## src/psy_pkg.sv

```systemverilog
package psy_pkg;

  localparam int DEF_THREAD_COUNT    = 16;
  localparam int DEF_PRIORITY_LEVELS = 8;
  localparam int ID_W                = 4;
  localparam int PRI_W               = 3;
  localparam int LIMIT_W             = 3;
  localparam int FIFO_DEPTH          = 2;

  localparam logic [LIMIT_W-1:0] RUN_LIMIT_RST = 3'd5;

  localparam logic [2:0] CMD_START     = 3'd0;
  localparam logic [2:0] CMD_READY     = 3'd1;
  localparam logic [2:0] CMD_PREEMPTED = 3'd2;
  localparam logic [2:0] CMD_WAITING   = 3'd3;
  localparam logic [2:0] CMD_SCHEDULE  = 3'd4;

  localparam logic [1:0] STAT_OK     = 2'd0;
  localparam logic [1:0] STAT_REJECT = 2'd1;
  localparam logic [1:0] STAT_EMPTY  = 2'd2;

  typedef struct packed {
    logic [2:0]       command;
    logic [ID_W-1:0]  thread_id;
    logic [PRI_W-1:0] priority_req;
  } psy_in_t;

  typedef struct packed {
    logic [1:0]      status;
    logic [ID_W-1:0] chosen_thread;
  } psy_out_t;

  typedef enum logic [2:0] {
    OP_START  = 3'd0,
    OP_REJECT = 3'd1,
    OP_READY  = 3'd2,
    OP_WAIT   = 3'd3,
    OP_SCHED  = 3'd4,
    OP_NOP    = 3'd5
  } psy_op_t;

  typedef struct packed {
    psy_op_t          op;
    logic [ID_W-1:0]  thread_id;
    logic [PRI_W-1:0] priority_req;
  } psy_op_beat_t;

endpackage

```

## src/psy_front.sv

```systemverilog
module psy_front import psy_pkg::*; #(
  parameter int THREAD_COUNT    = DEF_THREAD_COUNT,
  parameter int PRIORITY_LEVELS = DEF_PRIORITY_LEVELS
) (
  input  logic         in_valid,
  output logic         in_stall,
  input  psy_in_t      in_data,
  input  logic         q_full,
  output logic         q_push,
  output psy_op_beat_t q_data
);

  logic tid_ok;
  logic pri_ok;

  assign tid_ok   = int'(in_data.thread_id) < THREAD_COUNT;
  assign pri_ok   = int'(in_data.priority_req) < PRIORITY_LEVELS;
  assign in_stall = q_full;
  assign q_push   = in_valid && !q_full;

  always_comb begin
    q_data.thread_id    = in_data.thread_id;
    q_data.priority_req = in_data.priority_req;
    unique case (in_data.command)
      CMD_START:     q_data.op = (tid_ok && pri_ok) ? OP_START : OP_REJECT;
      CMD_READY,
      CMD_PREEMPTED: q_data.op = tid_ok ? OP_READY : OP_NOP;
      CMD_WAITING:   q_data.op = tid_ok ? OP_WAIT : OP_NOP;
      CMD_SCHEDULE:  q_data.op = OP_SCHED;
      default:       q_data.op = OP_NOP;
    endcase
  end

endmodule

```

## src/psy_op_fifo.sv

```systemverilog
module psy_op_fifo import psy_pkg::*; (
  input  logic         clk,
  input  logic         rst_n,
  input  logic         push,
  input  psy_op_beat_t push_data,
  output logic         full,
  input  logic         pop,
  output logic         not_empty,
  output psy_op_beat_t pop_data
);

  localparam int PW = $clog2(FIFO_DEPTH);
  localparam int CW = $clog2(FIFO_DEPTH + 1);

  psy_op_beat_t    slot_r [FIFO_DEPTH];
  logic [PW-1:0]   wr_ptr_r, wr_ptr_nxt;
  logic [PW-1:0]   rd_ptr_r, rd_ptr_nxt;
  logic [CW-1:0]   cnt_r, cnt_nxt;

  assign full      = cnt_r == CW'(FIFO_DEPTH);
  assign not_empty = cnt_r != '0;
  assign pop_data  = slot_r[rd_ptr_r];

  always_comb begin
    wr_ptr_nxt = wr_ptr_r;
    rd_ptr_nxt = rd_ptr_r;
    cnt_nxt    = cnt_r;
    if (push) begin
      wr_ptr_nxt = (int'(wr_ptr_r) == FIFO_DEPTH - 1) ? '0 : wr_ptr_r + 1'b1;
    end
    if (pop) begin
      rd_ptr_nxt = (int'(rd_ptr_r) == FIFO_DEPTH - 1) ? '0 : rd_ptr_r + 1'b1;
    end
    if (push && !pop) begin
      cnt_nxt = cnt_r + 1'b1;
    end else if (pop && !push) begin
      cnt_nxt = cnt_r - 1'b1;
    end
  end

  always_ff @(posedge clk) begin
    if (!rst_n) begin
      wr_ptr_r <= '0;
      rd_ptr_r <= '0;
      cnt_r    <= '0;
    end else begin
      wr_ptr_r <= wr_ptr_nxt;
      rd_ptr_r <= rd_ptr_nxt;
      cnt_r    <= cnt_nxt;
    end
  end

  always_ff @(posedge clk) begin
    if (push) begin
      slot_r[wr_ptr_r] <= push_data;
    end
  end

endmodule

```

## src/psy_back.sv

```systemverilog
module psy_back import psy_pkg::*; #(
  parameter int THREAD_COUNT    = DEF_THREAD_COUNT,
  parameter int PRIORITY_LEVELS = DEF_PRIORITY_LEVELS
) (
  input  logic               clk,
  input  logic               rst_n,
  input  logic               op_valid,
  input  psy_op_beat_t       op_data,
  output logic               op_pop,
  output logic               out_valid,
  input  logic               out_stall,
  output psy_out_t           out_data,
  input  logic               cfg_we,
  input  logic [LIMIT_W-1:0] cfg_data
);

  // only ids below 16 can ever be named
  localparam int SLOTS = (THREAD_COUNT < (1 << ID_W)) ? THREAD_COUNT : (1 << ID_W);
  localparam int SW    = $clog2(SLOTS);
  localparam int LW    = $clog2(PRIORITY_LEVELS);
  localparam int PW    = $clog2(THREAD_COUNT);
  localparam int CW    = $clog2(THREAD_COUNT + 1);
  localparam int QD    = PRIORITY_LEVELS * THREAD_COUNT;
  localparam int QAW   = $clog2(QD);

  typedef enum logic [1:0] {
    TS_UNUSED  = 2'd0,
    TS_READY   = 2'd1,
    TS_RUNNING = 2'd2,
    TS_WAITING = 2'd3
  } psy_tstate_t;

  typedef enum logic [1:0] {
    BS_IDLE  = 2'b01,
    BS_FETCH = 2'b10
  } psy_bstate_t;

  psy_bstate_t        state_r, state_nxt;
  logic               out_valid_r, out_valid_nxt;
  psy_out_t           out_data_r, out_data_nxt;
  logic [LIMIT_W-1:0] run_limit_r;

  psy_tstate_t        tstat_r  [SLOTS];
  psy_tstate_t        tstat_nxt[SLOTS];
  logic [LW-1:0]      tlvl_r   [SLOTS];
  logic [LW-1:0]      tlvl_nxt [SLOTS];

  logic [PW-1:0]      head_r   [PRIORITY_LEVELS];
  logic [PW-1:0]      head_nxt [PRIORITY_LEVELS];
  logic [PW-1:0]      tail_r   [PRIORITY_LEVELS];
  logic [PW-1:0]      tail_nxt [PRIORITY_LEVELS];
  logic [CW-1:0]      qcnt_r   [PRIORITY_LEVELS];
  logic [CW-1:0]      qcnt_nxt [PRIORITY_LEVELS];
  logic [LIMIT_W-1:0] rcnt_r   [PRIORITY_LEVELS];
  logic [LIMIT_W-1:0] rcnt_nxt [PRIORITY_LEVELS];

  logic [ID_W-1:0]    qmem [QD];
  logic [ID_W-1:0]    rd_data_r;

  logic               out_free;
  logic               take;
  logic [SW-1:0]      tid_idx;
  logic [SW-1:0]      run_idx;
  logic [LIMIT_W-1:0] limit_eff;
  logic [PRIORITY_LEVELS-1:0] nonempty;
  logic [PRIORITY_LEVELS-1:0] elig;
  logic               elig_any;
  logic               any_ready;
  logic [LW-1:0]      pick_lvl;
  logic [LW-1:0]      top_lvl;
  logic [LW-1:0]      sel_lvl;
  logic [LW-1:0]      op_lvl;
  logic [PW-1:0]      ptr_sel;
  logic [QAW-1:0]     qaddr;
  logic               mem_we;
  logic               mem_re;

  assign out_free  = !out_valid_r || !out_stall;
  assign take      = (state_r == BS_IDLE) && op_valid && out_free;
  assign op_pop    = take;
  assign out_valid = out_valid_r;
  assign out_data  = out_data_r;
  assign tid_idx   = SW'(op_data.thread_id);
  assign run_idx   = SW'(rd_data_r);
  assign limit_eff = (run_limit_r == '0) ? LIMIT_W'(1) : run_limit_r;

  always_comb begin
    for (int j = 0; j < PRIORITY_LEVELS; j++) begin
      nonempty[j] = qcnt_r[j] != '0;
      elig[j]     = nonempty[j] && (rcnt_r[j] < limit_eff);
    end
  end

  assign elig_any  = |elig;
  assign any_ready = |nonempty;

  always_comb begin
    pick_lvl = '0;
    top_lvl  = '0;
    for (int j = 0; j < PRIORITY_LEVELS; j++) begin
      if (elig[j]) begin
        pick_lvl = LW'(j);
      end
      if (nonempty[j]) begin
        top_lvl = LW'(j);
      end
    end
  end

  // nothing eligible: every busy level yields, then the top busy level wins
  assign sel_lvl = elig_any ? pick_lvl : top_lvl;
  assign op_lvl  = (op_data.op == OP_SCHED) ? sel_lvl : tlvl_r[tid_idx];
  assign ptr_sel = (op_data.op == OP_SCHED) ? head_r[op_lvl] : tail_r[op_lvl];
  assign qaddr   = QAW'(op_lvl) * QAW'(THREAD_COUNT) + QAW'(ptr_sel);

  always_comb begin
    state_nxt     = state_r;
    out_valid_nxt = out_valid_r && out_stall;
    out_data_nxt  = out_data_r;
    tstat_nxt     = tstat_r;
    tlvl_nxt      = tlvl_r;
    head_nxt      = head_r;
    tail_nxt      = tail_r;
    qcnt_nxt      = qcnt_r;
    rcnt_nxt      = rcnt_r;
    mem_we        = 1'b0;
    mem_re        = 1'b0;

    unique case (state_r)
      BS_IDLE: begin
        if (take) begin
          out_valid_nxt              = 1'b1;
          out_data_nxt.status        = STAT_OK;
          out_data_nxt.chosen_thread = '0;
          unique case (op_data.op)
            OP_START: begin
              if (tstat_r[tid_idx] == TS_UNUSED) begin
                tstat_nxt[tid_idx] = TS_WAITING;
                tlvl_nxt[tid_idx]  = LW'(op_data.priority_req);
              end else begin
                out_data_nxt.status = STAT_REJECT;
              end
            end
            OP_REJECT: out_data_nxt.status = STAT_REJECT;
            OP_READY: begin
              tstat_nxt[tid_idx] = TS_READY;
              if (qcnt_r[op_lvl] != CW'(THREAD_COUNT)) begin
                mem_we           = 1'b1;
                tail_nxt[op_lvl] = (int'(tail_r[op_lvl]) == THREAD_COUNT - 1) ?
                                   '0 : tail_r[op_lvl] + 1'b1;
                qcnt_nxt[op_lvl] = qcnt_r[op_lvl] + 1'b1;
              end
            end
            OP_WAIT: tstat_nxt[tid_idx] = TS_WAITING;
            OP_SCHED: begin
              if (!any_ready) begin
                out_data_nxt.status = STAT_EMPTY;
              end else begin
                out_valid_nxt    = 1'b0;
                mem_re           = 1'b1;
                state_nxt        = BS_FETCH;
                head_nxt[op_lvl] = (int'(head_r[op_lvl]) == THREAD_COUNT - 1) ?
                                   '0 : head_r[op_lvl] + 1'b1;
                qcnt_nxt[op_lvl] = qcnt_r[op_lvl] - 1'b1;
                for (int j = 0; j < PRIORITY_LEVELS; j++) begin
                  if (elig_any) begin
                    if (j == int'(pick_lvl)) begin
                      rcnt_nxt[j] = rcnt_r[j] + 1'b1;
                    end else if (j > int'(pick_lvl) && nonempty[j]) begin
                      rcnt_nxt[j] = '0;
                    end
                  end else if (nonempty[j]) begin
                    rcnt_nxt[j] = (j == int'(top_lvl)) ? LIMIT_W'(1) : '0;
                  end
                end
              end
            end
            default: ;
          endcase
        end
      end
      BS_FETCH: begin
        tstat_nxt[run_idx]         = TS_RUNNING;
        out_valid_nxt              = 1'b1;
        out_data_nxt.status        = STAT_OK;
        out_data_nxt.chosen_thread = rd_data_r;
        state_nxt                  = BS_IDLE;
      end
      default: state_nxt = BS_IDLE;
    endcase
  end

  always_ff @(posedge clk) begin
    if (!rst_n) begin
      state_r     <= BS_IDLE;
      out_valid_r <= 1'b0;
      run_limit_r <= RUN_LIMIT_RST;
      for (int i = 0; i < SLOTS; i++) begin
        tstat_r[i] <= TS_UNUSED;
        tlvl_r[i]  <= '0;
      end
      for (int j = 0; j < PRIORITY_LEVELS; j++) begin
        head_r[j] <= '0;
        tail_r[j] <= '0;
        qcnt_r[j] <= '0;
        rcnt_r[j] <= '0;
      end
    end else begin
      state_r     <= state_nxt;
      out_valid_r <= out_valid_nxt;
      if (cfg_we) begin
        run_limit_r <= cfg_data;
      end
      tstat_r <= tstat_nxt;
      tlvl_r  <= tlvl_nxt;
      head_r  <= head_nxt;
      tail_r  <= tail_nxt;
      qcnt_r  <= qcnt_nxt;
      rcnt_r  <= rcnt_nxt;
    end
  end

  always_ff @(posedge clk) begin
    out_data_r <= out_data_nxt;
  end

  always_ff @(posedge clk) begin
    if (mem_we) begin
      qmem[qaddr] <= op_data.thread_id;
    end
    if (mem_re) begin
      rd_data_r <= qmem[qaddr];
    end
  end

endmodule

```

## src/priority_scheduler_with_yield.sv

```systemverilog
// channel | dir | handshake          | payload
// in      | in  | in_valid/in_stall   | in_data   (psy_in_t)
// out     | out | out_valid/out_stall | out_data  (psy_out_t)
// cfg     | in  | cfg_we              | cfg_data  (run limit)
//
// Back end: a schedule that picks a thread does the level scan and the single-port queue
// memory read in BS_IDLE, then answers from BS_FETCH; other commands answer from BS_IDLE.
// A 2-beat command queue sits between decode and the back end.
// Synchronous reset clears all control state; queue memory is not cleared.
// in_stall rises only when the command queue is full; out_stall holds the result register.
module priority_scheduler_with_yield import psy_pkg::*; #(
  parameter int THREAD_COUNT    = DEF_THREAD_COUNT,
  parameter int PRIORITY_LEVELS = DEF_PRIORITY_LEVELS
) (
  input  logic               clk,
  input  logic               rst_n,
  input  logic               in_valid,
  output logic               in_stall,
  input  psy_in_t            in_data,
  output logic               out_valid,
  input  logic               out_stall,
  output psy_out_t           out_data,
  input  logic               cfg_we,
  input  logic [LIMIT_W-1:0] cfg_data
);

  logic         q_full;
  logic         q_push;
  psy_op_beat_t q_wdata;
  logic         q_pop;
  logic         q_not_empty;
  psy_op_beat_t q_rdata;

  psy_front #(
    .THREAD_COUNT    (THREAD_COUNT),
    .PRIORITY_LEVELS (PRIORITY_LEVELS)
  ) u_front (
    .in_valid (in_valid),
    .in_stall (in_stall),
    .in_data  (in_data),
    .q_full   (q_full),
    .q_push   (q_push),
    .q_data   (q_wdata)
  );

  psy_op_fifo u_fifo (
    .clk       (clk),
    .rst_n     (rst_n),
    .push      (q_push),
    .push_data (q_wdata),
    .full      (q_full),
    .pop       (q_pop),
    .not_empty (q_not_empty),
    .pop_data  (q_rdata)
  );

  psy_back #(
    .THREAD_COUNT    (THREAD_COUNT),
    .PRIORITY_LEVELS (PRIORITY_LEVELS)
  ) u_back (
    .clk       (clk),
    .rst_n     (rst_n),
    .op_valid  (q_not_empty),
    .op_data   (q_rdata),
    .op_pop    (q_pop),
    .out_valid (out_valid),
    .out_stall (out_stall),
    .out_data  (out_data),
    .cfg_we    (cfg_we),
    .cfg_data  (cfg_data)
  );

endmodule

```

## config.mk

```make
export PLATFORM = sky130hd
export DESIGN_NAME = priority_scheduler_with_yield
export DESIGN_NICKNAME = d
export VERILOG_FILES = /design/src/psy_pkg.sv /design/src/psy_front.sv /design/src/psy_op_fifo.sv /design/src/psy_back.sv /design/src/priority_scheduler_with_yield.sv
export SDC_FILE = /design/constraint.sdc
export NUM_CORES = 1
export LEC_CHECK = 0
export BUFFER_PORTS_ARGS = -buffer_cell sky130_fd_sc_hd__buf_2
export CORE_UTILIZATION = 44
export CTS_BUF_LIST = sky130_fd_sc_hd__clkbuf_8
export DETAILED_ROUTE_END_ITERATION = 10
export GPL_ROUTABILITY_DRIVEN = 0
export PLACE_DENSITY_LB_ADDON = 0.25
export REMOVE_ABC_BUFFERS = 1
export SLEW_MARGIN = 20
export SYNTH_ARGS = -nofsm -noshare
export SYNTH_HDL_FRONTEND = slang
export SYNTH_SLANG_ARGS = --single-unit
```

## constraint.sdc

```tcl
create_clock -name clk -period 17.2 [get_ports clk]
set_input_delay 1.72 -clock clk [delete_from_list [all_inputs] [get_ports clk]]
set_output_delay 1.72 -clock clk [all_outputs]
set_load 0.02 [all_outputs]
```

==> metrics <==
sequential power share 0.420; io pins 26; total power 5.17 mW; full die area 77,700 µm²; die span in x 279 µm; Critical Path RT 17.61 ns; fin crit period 8.08 ns; Layout Skew 0.0374 ns; CP Class reg2reg; final hold viol count 0; CP max FO 53; max cap viols 0; Clock power frac 0.309; final setup margin 9.12 ns; CTS sink cnt 761; fin util 0.489; Yosys warnings 0; status complete, no violations; Sequential cell area 20,700 µm²; Power Density 139 nW/µm²; hold_buf cts 0; setup violators final 0; Yosys cell types 100; Rows 101; post-route antenna net violation count 0; post-CTS sizing 0; total setup buffers inserted after CTS 0; Clock transition at path regs 0.06 ns; Crit. End Element flop; setup TNS 0 ns; DR pass1 iterations 8; Root Driver clkbuf_8; hpwl dp 61,600 µm; Slew HR 0.186; Final Net Count 3,063; Avg WL per Cell 23.6 µm; top cell type's share of synthesized area 0.483; Internal 3.33 mW; CTS H-Tree Depth 4; vias in the first global route 24,425; initial DRC count 2,618; Remaining DRCs 0; cell with the most instances after synthesis edfxtp_1; Synth Register Bits 761; first-pass GRT wire length 148,000 µm; Die H 279 µm; fillcell total 6,786; IO Port Bufs 25; arrival time worst endpoint 8.49 ns; P&R area growth vs syn 10.1%; multi-input logic area 12,100 µm²; Mapped Cells 2,981; Net Sw Frac 0.356; total CTS buffers 131; GRT Util Overall 0.248; Syn Area/Cell 11.3 µm²; Starting Density 0.444; vias per cell 6.01; Synth top cells by count 542 x edfxtp_1, 428 x nand2_1, 378 x nor2_1; CP Launch Type flop; GRT overflow 0; Logic pwr share 0.272; CTS tree built; Min-Delay Path Class reg2reg; Via Count 24,588; Worst Tran Pin Value 1.22 ns; Switching Power 1.84 mW; Main synth FF type edfxtp_1; Yosys top cell by area edfxtp_1; initial antenna violation count 4; peak supply drop 0.109 mV; core footprint 75,800 µm²; fraction of layout cells with a size suffix above 1 0.102; worst skew pair latency 0.78 ns; Clock Path Buffers 3; period utilization 0.470; RSZ-0062 raised after global routing false; leakage power 12.6 nW; Mapped Area 33,700 µm²; asr flop ratio synth 0; EDFF count, synth 542; largest net degree at the start of global routing 93; routed wire length 96,600 µm; largest cells by area after synthesis edfxtp_1 48%, dfxtp_1 13%, mux2i_1 7.6%; f_max 124 MHz; Place WS 9.26 ns; Final Slew Violations 0; Seq/Total Area, Yosys 0.613
-- worst max-delay path, cell delays in order (launching register included) --
cell and delay [ns]:
dfxtp_1 0.31, buf_4 0.31, mux2i_4 0.49, inv_4 0.33
mux4_2 0.44, a21oi_1 0.07, nand4_1 0.27, o21a_1 0.80
nand2_1 0.57, nor2_1 0.67, a22oi_1 0.13, and3_1 0.25
ha_1 0.22, a41oi_1 0.23, nor2b_1 0.80, nand3_1 1.09
nor2_1 0.67
-- final cells by class --
| type | count | share of cell area |
|---|---|---|
| inverters | 28 | 0.00300 |
| clock buffers | 139 | 0.0516 |
| multi-input cells | 2027 | 0.327 |
| well taps | 978 | 0.0330 |
| clock inverters | 94 | 0.0164 |
| repair buffers | 65 | 0.0115 |
| diodes | 2 | 0.000135 |
| flip-flops and latches | 761 | 0.557 |
-- registers in the layout (all words and copies together) (netlist names), 4 cells and up, named ones only --
signal and flops:
u_back.rcnt_r 24, u_back.out_data 6, u_back.qmem 512, u_fifo.slot_r 20, u_back.head_r 32, u_back.tail_r 32
u_back.qcnt_r 40, u_back.rd_data_r 4, u_back.tstat_r 16, u_back.tlvl_r 48
-- layout by cell type (no fill, tap or decap), types with 15 or more instances in the layout --
cell type | Yosys | routed
a211oi_1 | 25 | 25
a21oi_1 | 154 | 154
a31oi_1 | 30 | 30
and3_1 | 33 | 33
buf_2 | 64 | 25
buf_4 | 18 | 40
clkbuf_8 | 0 | 139
clkinv_1 | 0 | 21
dfxtp_1 | 219 | 219
edfxtp_1 | 542 | 542
ha_1 | 31 | 31
inv_1 | 27 | 68
mux2_2 | 17 | 15
mux2i_1 | 256 | 255
nand2_1 | 428 | 428
nand3_1 | 125 | 124
nand4_1 | 17 | 17
nor2_1 | 378 | 378
nor2b_1 | 23 | 23
nor3_1 | 68 | 68
nor4_1 | 26 | 26
o21ai_0 | 90 | 90
o22ai_1 | 44 | 44
-- path summary, 6_finish.rpt --
kind                                                     start                              to  slack, ns  cells after the start
worst max-delay path                                      flop   u_back.qmem[118][1]$_DFFE_PP_       9.12                     16
worst min-delay path            u_back.head_r[24]$_SDFFE_PN0P_  u_back.head_r[24]$_SDFFE_PN0P_       0.46                      2
worst min register to register  u_back.head_r[24]$_SDFFE_PN0P_  u_back.head_r[24]$_SDFFE_PN0P_       0.46                      2
worst max register to register                            flop   u_back.qmem[118][1]$_DFFE_PP_       9.12                     16
-- per-stage QoR --
stage | instance area, µm² | instances | hold WS (ns)
global route | 37100 | 4093 | 0.474
CTS | 37100 | 4092 | 0.456
finish | 37100 | 4094 | 0.460
detailed placement | 34600 | 3859 | 0.448
global placement | 34600 | 3859 | 0.443
floorplan | 32900 | 2816 | 0.432
-- logic make-up (layout without fill, tap and decap cells) --
family | count (synthesis) | count (layout) | synth area share
mux | 285 | 285 | 0.0886
fa+ha+maj | 31 | 31 | 0.0115
other cells | 0 | 2 | 0
buf+inv | 193 | 326 | 0.0277
simple gates | 1196 | 1196 | 0.158
compound gates | 505 | 505 | 0.0981
flops | 761 | 761 | 0.613
xor+xnor | 10 | 10 | 0.00260
-- power by group through the flow --
stage / clock, mW / sequential (mW) / combinational (mW)
finish: 1.60 / 2.17 / 1.40
global route: 1.71 / 2.17 / 1.48
CTS: 1.62 / 2.17 / 1.39
detailed placement: 0 / 2.21 / 1.38
global placement: 0 / 2.21 / 1.37
floorplan: 0 / 2.22 / 0.814
-- metal layers --
layer | up-vias | global-route usage | routed length [µm]
li1 | 11090 | - | -
met1 | 12102 | 0.327 | 40400
met2 | 1155 | 0.402 | 45400
met3 | 237 | 0.0492 | 7380
met4 | 4 | 0.0982 | 3390
met5 | - | 0 | 24
(Power assumes the default switching activity.)
